===== config.mk =====
export PLATFORM = sky130hd
export DESIGN_NAME = frame_ac_rms_meter_flat
export DESIGN_NICKNAME = d
export VERILOG_FILES = /design/src/rtl/core/frm_rms_pkg.sv /design/src/rtl/core/frm_rms_if.sv /design/src/rtl/core/frame_ac_rms_meter.sv /design/src/rtl/core/frm_rms_ctrl.sv /design/src/rtl/core/frm_rms_dp.sv /design/src/flat_wrapper.sv
export SDC_FILE = /design/constraint.sdc
export NUM_CORES = 2
export LEC_CHECK = 0
export BUFFER_PORTS_ARGS = -buffer_cell sky130_fd_sc_hd__buf_4
export CAP_MARGIN = 30
export CORE_MARGIN = 3
export CORE_UTILIZATION = 30
export CTS_CLUSTER_SIZE = 28
export DETAILED_ROUTE_END_ITERATION = 12
export GPL_TIMING_DRIVEN = 0
export MAX_ROUTING_LAYER = met4
export PLACE_DENSITY = 0.4
export SLEW_MARGIN = 20
export SYNTH_ARGS = -nofsm -noshare
export SYNTH_HDL_FRONTEND = slang
export SYNTH_HIERARCHICAL = 1
export SYNTH_SLANG_ARGS = --single-unit
export TNS_END_PERCENT = 5

===== constraint.sdc =====
create_clock -name clk -period 11 [get_ports clk]
set_clock_uncertainty 0.2 [all_clocks]
set_input_delay 2.2 -clock clk [delete_from_list [all_inputs] [get_ports clk]]
set_output_delay 2.2 -clock clk [all_outputs]
set_load 0.01 [all_outputs]

===== src/rtl/core/frm_rms_pkg.sv =====
// Shared widths, types and helper functions for the frame AC RMS meter.
package frm_rms_pkg;

  localparam int SAMPLE_W      = 16;
  localparam int SQUARE_W      = 2 * SAMPLE_W - 1;
  localparam int LEVEL_W       = 15;
  localparam int LENGTH_W      = 11;
  localparam int MAX_FRAME_DEF = 1024;

  localparam logic [LEVEL_W-1:0] LEVEL_MAX = '1;

  typedef enum logic [2:0] {
    ST_IDLE,
    ST_MUL,
    ST_SUB,
    ST_SQRT,
    ST_DIV,
    ST_EMIT
  } frm_rms_state_t;

  typedef struct packed {
    logic load;
    logic mul_step;
    logic sub;
    logic sqrt_step;
    logic div_step;
    logic emit;
  } frm_rms_cmd_t;

  typedef struct packed {
    logic snap_valid;
    logic out_free;
  } frm_rms_status_t;

  // Sample counter width: must hold max_frame itself.
  function automatic int cnt_width(int max_frame);
    return $clog2(max_frame + 1);
  endfunction

  // Root width: |sum| and the square root of n*sumsq both fit here.
  function automatic int root_width(int max_frame);
    return cnt_width(max_frame) + SAMPLE_W - 1;
  endfunction

endpackage


===== src/rtl/core/frm_rms_if.sv =====
// Sample and level stream interfaces with valid/ready handshake.
interface frm_rms_sample_if;
  logic                                       valid;
  logic                                       ready;
  logic signed [frm_rms_pkg::SAMPLE_W-1:0]    sample;
  logic                                       last_sample;

  modport source (output valid, output sample, output last_sample, input ready);
  modport sink   (input valid, input sample, input last_sample, output ready);
endinterface

interface frm_rms_level_if;
  logic                                valid;
  logic                                ready;
  logic [frm_rms_pkg::LEVEL_W-1:0]     level;
  logic [frm_rms_pkg::LENGTH_W-1:0]    frame_length;

  modport source (output valid, output level, output frame_length, input ready);
  modport sink   (input valid, input level, input frame_length, output ready);
endinterface


===== src/rtl/core/frame_ac_rms_meter.sv =====
// Top level of the frame AC RMS meter.
//
// Channels: samples (sink) takes one signed 16-bit sample per beat, with
// last_sample set on the final sample of a frame. levels (source) gives one
// beat per frame: level = floor(isqrt(n*sum(x^2) - sum(x)^2) / n), clamped
// to 15 bits, and frame_length = n. A frame that reaches MAX_FRAME samples
// is closed on that sample even without last_sample.
// Throughput: one sample per cycle within a frame. The closing beat fills a
// one-deep snapshot and ready stays low until the sequencer copies it out,
// in the cycle after the closing beat when the sequencer is idle; the next
// frame then accumulates while the sequencer works.
// Sequence: the bit-serial multiply, square root and divide take R steps
// each, R = clog2(MAX_FRAME+1) + 15. A frame that closes while the
// sequencer is still busy waits in the snapshot and holds ready low until
// the sequencer takes it.
// Reset: clears the accumulators and the valid flags of the snapshot and the output register.
// Stall: the level beat waits in its output register; the sequencer waits
// behind it, and samples keep flowing until a further frame closes.
module frame_ac_rms_meter #(
  parameter int MAX_FRAME = frm_rms_pkg::MAX_FRAME_DEF
) (
  input  logic             clk,
  input  logic             rst,
  frm_rms_sample_if.sink   samples,
  frm_rms_level_if.source  levels
);

  frm_rms_pkg::frm_rms_cmd_t    cmd;
  frm_rms_pkg::frm_rms_status_t status;

  frm_rms_ctrl #(
    .MAX_FRAME (MAX_FRAME)
  ) u_ctrl (
    .clk    (clk),
    .rst    (rst),
    .status (status),
    .cmd    (cmd)
  );

  frm_rms_dp #(
    .MAX_FRAME (MAX_FRAME)
  ) u_dp (
    .clk     (clk),
    .rst     (rst),
    .samples (samples),
    .levels  (levels),
    .cmd     (cmd),
    .status  (status)
  );

endmodule


===== src/rtl/core/frm_rms_ctrl.sv =====
// Sequencer for the end-of-frame multiply, square root and divide.
module frm_rms_ctrl #(
  parameter int MAX_FRAME = frm_rms_pkg::MAX_FRAME_DEF
) (
  input  logic                          clk,
  input  logic                          rst,
  input  frm_rms_pkg::frm_rms_status_t  status,
  output frm_rms_pkg::frm_rms_cmd_t     cmd
);

  localparam int RT_W   = frm_rms_pkg::root_width(MAX_FRAME);
  localparam int STEP_W = $clog2(RT_W);
  localparam logic [STEP_W-1:0] STEP_LAST = STEP_W'(RT_W - 1);

  frm_rms_pkg::frm_rms_state_t state, state_next;
  logic [STEP_W-1:0]           step, step_next;
  logic                        stepping;

  always_ff @(posedge clk) begin
    if (rst) begin
      state <= frm_rms_pkg::ST_IDLE;
      step  <= STEP_LAST;
    end else begin
      state <= state_next;
      step  <= step_next;
    end
  end

  // Phase counter reloads itself when a phase ends.
  assign step_next = (stepping && step != '0) ? step - 1'b1 : STEP_LAST;

  always_comb begin
    state_next = state;
    cmd        = '0;
    stepping   = 1'b0;
    unique case (state)
      frm_rms_pkg::ST_IDLE: begin
        if (status.snap_valid) begin
          cmd.load   = 1'b1;
          state_next = frm_rms_pkg::ST_MUL;
        end
      end
      frm_rms_pkg::ST_MUL: begin
        cmd.mul_step = 1'b1;
        stepping     = 1'b1;
        if (step == '0) state_next = frm_rms_pkg::ST_SUB;
      end
      frm_rms_pkg::ST_SUB: begin
        cmd.sub    = 1'b1;
        state_next = frm_rms_pkg::ST_SQRT;
      end
      frm_rms_pkg::ST_SQRT: begin
        cmd.sqrt_step = 1'b1;
        stepping      = 1'b1;
        if (step == '0) state_next = frm_rms_pkg::ST_DIV;
      end
      frm_rms_pkg::ST_DIV: begin
        cmd.div_step = 1'b1;
        stepping     = 1'b1;
        if (step == '0) state_next = frm_rms_pkg::ST_EMIT;
      end
      frm_rms_pkg::ST_EMIT: begin
        if (status.out_free) begin
          cmd.emit   = 1'b1;
          state_next = frm_rms_pkg::ST_IDLE;
        end
      end
      default: state_next = frm_rms_pkg::ST_IDLE;
    endcase
  end

endmodule


===== src/rtl/core/frm_rms_dp.sv =====
// Accumulators, frame snapshot, shift-add multipliers, root, divider, output register.
module frm_rms_dp #(
  parameter int MAX_FRAME = frm_rms_pkg::MAX_FRAME_DEF
) (
  input  logic                          clk,
  input  logic                          rst,
  frm_rms_sample_if.sink                samples,
  frm_rms_level_if.source               levels,
  input  frm_rms_pkg::frm_rms_cmd_t     cmd,
  output frm_rms_pkg::frm_rms_status_t  status
);

  localparam int CNT_W  = frm_rms_pkg::cnt_width(MAX_FRAME);
  localparam int SUM_W  = CNT_W + frm_rms_pkg::SAMPLE_W;
  localparam int SQ_W   = CNT_W + frm_rms_pkg::SQUARE_W - 1;
  localparam int RT_W   = frm_rms_pkg::root_width(MAX_FRAME);
  localparam int PROD_W = 2 * RT_W;
  localparam logic [CNT_W-1:0] FRAME_LIMIT = CNT_W'(MAX_FRAME);

  // Accumulators
  logic [CNT_W-1:0]                  count;
  logic signed [SUM_W-1:0]           sum;
  logic [SQ_W-1:0]                   sq_sum;
  logic [CNT_W-1:0]                  count_next;
  logic signed [SUM_W-1:0]           sum_next;
  logic [SQ_W-1:0]                   sq_sum_next;
  logic signed [2*frm_rms_pkg::SAMPLE_W-1:0] sq_full;
  logic [frm_rms_pkg::SQUARE_W-1:0]  sq_term;
  logic                              accept;
  logic                              frame_end;

  // Snapshot of a finished frame
  logic                              snap_valid;
  logic [CNT_W-1:0]                  snap_n;
  logic signed [SUM_W-1:0]           snap_sum;
  logic [SQ_W-1:0]                   snap_sq;
  logic [RT_W-1:0]                   snap_mag;

  // Engine
  logic [CNT_W-1:0]                  frame_n;
  logic [CNT_W-1:0]                  n_shift;
  logic [PROD_W-1:0]                 mcand_a;
  logic [PROD_W-1:0]                 prod_a;
  logic [RT_W-1:0]                   mag_shift;
  logic [PROD_W-1:0]                 mcand_b;
  logic [PROD_W-1:0]                 prod_b;
  logic [PROD_W-1:0]                 work;
  logic [RT_W+1:0]                   rem;
  logic [RT_W-1:0]                   root;
  logic [CNT_W-1:0]                  drem;

  logic [RT_W+3:0]                   rem_sh;
  logic [RT_W+3:0]                   trial;
  logic                              sq_ge;
  logic [RT_W+3:0]                   sq_diff;
  logic [CNT_W:0]                    div_sh;
  logic                              div_ge;
  logic [CNT_W:0]                    div_diff;

  // Output register
  logic                              out_valid;
  logic [frm_rms_pkg::LEVEL_W-1:0]   out_level;
  logic [frm_rms_pkg::LENGTH_W-1:0]  out_length;
  logic [frm_rms_pkg::LEVEL_W-1:0]   level_clamped;

  assign samples.ready = !snap_valid;
  assign accept        = samples.valid && samples.ready;

  assign sq_full     = samples.sample * samples.sample;
  assign sq_term     = frm_rms_pkg::SQUARE_W'(sq_full);
  assign count_next  = count + 1'b1;
  assign sum_next    = sum + SUM_W'(samples.sample);
  assign sq_sum_next = sq_sum + SQ_W'(sq_term);
  assign frame_end   = samples.last_sample || (count_next == FRAME_LIMIT);

  always_ff @(posedge clk) begin
    if (rst) begin
      count      <= '0;
      sum        <= '0;
      sq_sum     <= '0;
      snap_valid <= 1'b0;
    end else begin
      if (accept) begin
        if (frame_end) begin
          count      <= '0;
          sum        <= '0;
          sq_sum     <= '0;
          snap_valid <= 1'b1;
        end else begin
          count  <= count_next;
          sum    <= sum_next;
          sq_sum <= sq_sum_next;
        end
      end else if (cmd.load) begin
        snap_valid <= 1'b0;
      end
    end
  end

  always_ff @(posedge clk) begin
    if (accept && frame_end) begin
      snap_n   <= count_next;
      snap_sum <= sum_next;
      snap_sq  <= sq_sum_next;
    end
  end

  assign snap_mag = snap_sum[SUM_W-1] ? RT_W'(-snap_sum) : RT_W'(snap_sum);

  // Square root: two radicand bits per step
  assign rem_sh  = {rem, work[PROD_W-1 -: 2]};
  assign trial   = {2'b00, root, 2'b01};
  assign sq_ge   = rem_sh >= trial;
  assign sq_diff = rem_sh - trial;

  // Restoring divide of root by frame_n, quotient shifts into root
  assign div_sh   = {drem, root[RT_W-1]};
  assign div_ge   = div_sh >= {1'b0, frame_n};
  assign div_diff = div_sh - {1'b0, frame_n};

  always_ff @(posedge clk) begin
    if (cmd.load) begin
      frame_n   <= snap_n;
      n_shift   <= snap_n;
      mcand_a   <= PROD_W'(snap_sq);
      prod_a    <= '0;
      mag_shift <= snap_mag;
      mcand_b   <= PROD_W'(snap_mag);
      prod_b    <= '0;
    end
    if (cmd.mul_step) begin
      if (n_shift[0]) prod_a <= prod_a + mcand_a;
      if (mag_shift[0]) prod_b <= prod_b + mcand_b;
      n_shift   <= n_shift >> 1;
      mag_shift <= mag_shift >> 1;
      mcand_a   <= mcand_a << 1;
      mcand_b   <= mcand_b << 1;
    end
    if (cmd.sub) begin
      work <= (prod_a > prod_b) ? prod_a - prod_b : '0;
      rem  <= '0;
      root <= '0;
      drem <= '0;
    end
    if (cmd.sqrt_step) begin
      work <= work << 2;
      if (sq_ge) begin
        rem  <= sq_diff[RT_W+1:0];
        root <= {root[RT_W-2:0], 1'b1};
      end else begin
        rem  <= rem_sh[RT_W+1:0];
        root <= {root[RT_W-2:0], 1'b0};
      end
    end
    if (cmd.div_step) begin
      drem <= div_ge ? div_diff[CNT_W-1:0] : div_sh[CNT_W-1:0];
      root <= {root[RT_W-2:0], div_ge};
    end
  end

  assign level_clamped = (root > RT_W'(frm_rms_pkg::LEVEL_MAX)) ?
                         frm_rms_pkg::LEVEL_MAX : frm_rms_pkg::LEVEL_W'(root);

  always_ff @(posedge clk) begin
    if (rst) begin
      out_valid <= 1'b0;
    end else if (cmd.emit) begin
      out_valid <= 1'b1;
    end else if (levels.ready) begin
      out_valid <= 1'b0;
    end
  end

  always_ff @(posedge clk) begin
    if (cmd.emit) begin
      out_level  <= level_clamped;
      out_length <= frm_rms_pkg::LENGTH_W'(frame_n);
    end
  end

  assign levels.valid        = out_valid;
  assign levels.level        = out_level;
  assign levels.frame_length = out_length;

  assign status.snap_valid = snap_valid;
  assign status.out_free   = !out_valid || levels.ready;

endmodule

===== src/flat_wrapper.sv =====
// flat-port wrapper written by rule: the top's interface ports become plain ports
module frame_ac_rms_meter_flat 
#(
  parameter int MAX_FRAME = frm_rms_pkg::MAX_FRAME_DEF
)
  (clk, rst, samples_valid, samples_sample, samples_last_sample, samples_ready, levels_valid, levels_level, levels_frame_length, levels_ready);
  frm_rms_sample_if samples_i ();
  frm_rms_level_if levels_i ();
  input  logic clk;
  input  logic rst;
  input wire logic [$bits(samples_i.valid)-1:0] samples_valid;
  input wire logic [$bits(samples_i.sample)-1:0] samples_sample;
  input wire logic [$bits(samples_i.last_sample)-1:0] samples_last_sample;
  output wire logic [$bits(samples_i.ready)-1:0] samples_ready;
  output wire logic [$bits(levels_i.valid)-1:0] levels_valid;
  output wire logic [$bits(levels_i.level)-1:0] levels_level;
  output wire logic [$bits(levels_i.frame_length)-1:0] levels_frame_length;
  input wire logic [$bits(levels_i.ready)-1:0] levels_ready;
  assign samples_i.valid = samples_valid;
  assign samples_i.sample = samples_sample;
  assign samples_i.last_sample = samples_last_sample;
  assign samples_ready = samples_i.ready;
  assign levels_valid = levels_i.valid;
  assign levels_level = levels_i.level;
  assign levels_frame_length = levels_i.frame_length;
  assign levels_i.ready = levels_ready;
  frame_ac_rms_meter #(.MAX_FRAME(MAX_FRAME)) u_core (.clk(clk), .rst(rst), .samples(samples_i), .levels(levels_i));
endmodule

==> metrics.csv <==
stage,metric,value,unit
worst_setup_path,slowest CP cell,fa_1,
synth,post-synthesis area per instance,9.50,µm²
worst_setup_path,Crit path arrival time,10.76,ns
timing,RSZ-0062 raised after global routing,false,
cells_and_area,Layout Nets,5343,
floorplanning,number of placed I/O pins,49,
worst_setup_path,critical path startpoint,samples_sample[8],
floorplanning,number of rows in the core area,139,
synth,yosys warns,6,
synth,top cell type by total area after synthesis,edfxtp_1,
cells_and_area,cell area after layout,0.0492,mm²
worst_hold_path,min-delay worst type,register to register,
route,Iter 0 DRT Violations,1946,
synth,Seq cells post-synth,567,
floorplanning,die outline width,388,µm
timing,highest clock frequency the design can meet,95.0,MHz
floorplanning,Die Ht,388,µm
synth,sequential fraction of the synthesis area,34.4,%
clock_tree,CTS sink count,567,
timing,number of setup violations in the final report,0,
route,number of iterations in the first detailed-routing pass,5,
synth,most used flip-flop cell after synthesis,edfxtp_1,
worst_setup_path,kind of capture point of the worst setup path,register,
cells_and_area,ratio of cells with drive above 1 in the final layout,5.70,%
worst_setup_path,highest fanout seen on the critical path,10,
placed_design,gpl congestion,0.872,
timing,worst hold margin,0.228,ns
synth,largest cells by area after synthesis,"edfxtp_1 25%, fa_1 11%, ha_1 10%",
route,post-detailed-route wirelength per cell,19.9,µm
global_routing,grt ovf,0,
route,DRC violations left,0,
global_routing,global-route wire length before repair,207,mm
synth,share of the synthesized area in the top cell type,25.3,%
global_routing,antenna violations before repair,3,
timing,hold violation count in the final report,0,
placed_design,detailed placement HPWL,107,mm
clock_tree,Inserted Clock Buffers,72,
placed_design,standard cell area after detailed placement,0.0468,mm²
worst_setup_path,type of the setup path with the least slack,input pin to register,
synth,number of distinct library cells after synthesis,84,
flow_run,Max-cap violations,0,
global_routing,GRT Total Usage,18.2,%
synth,Post-Syn Instances,4605,
placed_design,number of port buffers,48,
worst_setup_path,beginning of the worst register-to-register path,u_core/u_dp/prod_a[0],
timing,max-slew violation count,0,
route,vias post-DR,33400,
clock_tree,latest clock arrival within the worst-skew pair,0.66,ns
synth,Async SR Flop Fraction,0,%
worst_setup_path,peak per-stage delay on the critical path,0.54,ns
route,Antenna Violating Nets Remaining,0,
timing,time the worst path needs with I/O delays and setup,10.52,ns
synth,Syn Nets,5205,
status,result of the run,"finished, final reports clean",
clock_tree,H-tree lvl count,3,
route,detail-routed via count per cell,4.97,
worst_setup_path,category of the worst setup path launch point,input pin,
timing,tightest slew margin relative to the limit,32.4,%
synth,top cells by instance count after synthesis,"513 x inv_1, 368 x edfxtp_1, 348 x ha_1",
floorplanning,starting density of the core,30.3,%
cells_and_area,Synth-to-Final Area Change,12.5,%
clock_tree,largest buffer count on any clock path,3,
clock_tree,clk slew on worst S/H paths,0.06,ns
synth,count of flip-flops with a built-in enable after synthesis,368,
route,Final Routed Wirelength,133,mm
timing,final cycle utilization of the critical path,95.7,%
worst_hold_path,launch instance of the worst min-delay path,u_core/u_ctrl/step[0],
clock_tree,cts-stage hold buffer count,0,
worst_setup_path,data required time of the critical path,11.24,ns
clock_tree,TritonCTS clock tree,yes,
global_routing,pin count of the biggest net entering global routing,49,
global_routing,number of global-route vias before repair,33900,
synth,most frequently used cell type in the post-synthesis netlist,inv_1,
floorplanning,area of the die,0.150,mm²
synth,cell area after synthesis,0.0438,mm²
floorplanning,total core area,0.144,mm²
timing,Slew @ Worst Pin,1.01,ns
clock_tree,cell at the root of the clock tree,clkbuf_16,
[critical path, delay by kind of cell]
kind,cells,cell delay [ns]
AOI/OAI and AO/OA,11,2.68
and+or+nand+nor,5,1.19
adders and majority gates,8,3.41
xor gates and xnor gates,2,0.47
buffers and inverters,5,0.78
[registers in the layout (all words and copies together) (netlist names), 15 cells and up]
| register | count |
|---|---|
| u_core/u_dp/levels.level | 15 |
| u_core/u_dp/mag_shift | 26 |
| u_core/u_dp/mcand_a | 52 |
| u_core/u_dp/mcand_b | 52 |
| u_core/u_dp/prod_a | 52 |
| u_core/u_dp/prod_b | 52 |
| u_core/u_dp/rem | 28 |
| u_core/u_dp/root | 26 |
| u_core/u_dp/snap_sq | 41 |
| u_core/u_dp/snap_sum | 27 |
| u_core/u_dp/sq_sum | 41 |
| u_core/u_dp/sum | 27 |
| u_core/u_dp/work | 52 |
[path summary, 6_finish.rpt]
| path | to | slack [ns] | cells after the start |
|---|---|---|---|
| worst max register to register | u_core/u_dp/work[51] | 5.88 | 16 |
| worst max-delay path | u_core/u_dp/snap_sq[39] | 0.48 | 31 |
| worst min-delay path | u_core/u_ctrl/step[0] | 0.23 | 1 |
| worst min register to register | u_core/u_ctrl/step[0] | 0.23 | 1 |
[routing by layer]
metal,GRT usage (%),vias up,routed length [µm]
li1,-,16700,-
met1,24.3,16100,64700
met2,29.1,485,61500
met3,1.90,133,3580
met4,5.10,0,3520
met5,-,-,0
[final cells by class]
class / count / area, µm²
Sequential cell: 567 / 15000
Inverter: 516 / 1940
Buffer: 185 / 736
Multi-Input combinational cell: 3330 / 26100
Clock inverter: 46 / 504
Timing Repair Buffer: 71 / 644
Tap cell: 1903 / 2380
Fill cell: 14900 / 95000
Clock buffer: 88 / 1890
Antenna cell: 1 / 2.50
[timing repair]
action,4_1_cts,5_1_grt
buffers inserted,2,0
setup endpoints to repair,17,22
hold endpoints to repair,0,0
pin swaps,1,0
cloned,0,0
resized for setup,4,6
[per-stage QoR]
step                utilization [%]  instances  setup WS (ns)  setup TNS [ns]
floorplan                         -       4605           1.04               0
detailed placement             32.5       6575          -1.00          -23.02
global placement               32.2       6556          -1.68          -27.96
CTS                            34.1       6711        0.00317               0
finish                         34.1       6707          0.478               0
global route                   34.1       6707         0.0263               0
[placed cells by master, fill, tap and decap left out, types with 40 or more instances in the layout]
cell and count:
and2_1 88, nor3_1 69, a22o_1 121, a21oi_1 307
and3_1 40, fa_1 231, nand3_1 187, buf_4 55
clkbuf_16 73, nor2b_1 56, dfxtp_1 199, nor2_1 250
o31ai_1 42, inv_1 512, nand2_1 305, ha_1 348
xnor2_1 190, o21ai_0 259, edfxtp_1 368, xor2_1 109
o21bai_1 43, a21o_1 128, clkbuf_1 167, nand4_1 56
[cells by family after synthesis]
| family | share of synthesized area, % |
|---|---|
| AOI/OAI and AO/OA | 18.1 |
| adders and majority gates | 20.5 |
| xor gates and xnor gates | 5.99 |
| and+or+nand+nor | 13.3 |
| DFF | 34.4 |
| muxes | 1.61 |
| buffers and inverters | 6.15 |
Power is left out: the tool's default activity adds up to more than one toggle a clock period on the data nets, which glitch-free logic cannot reach.
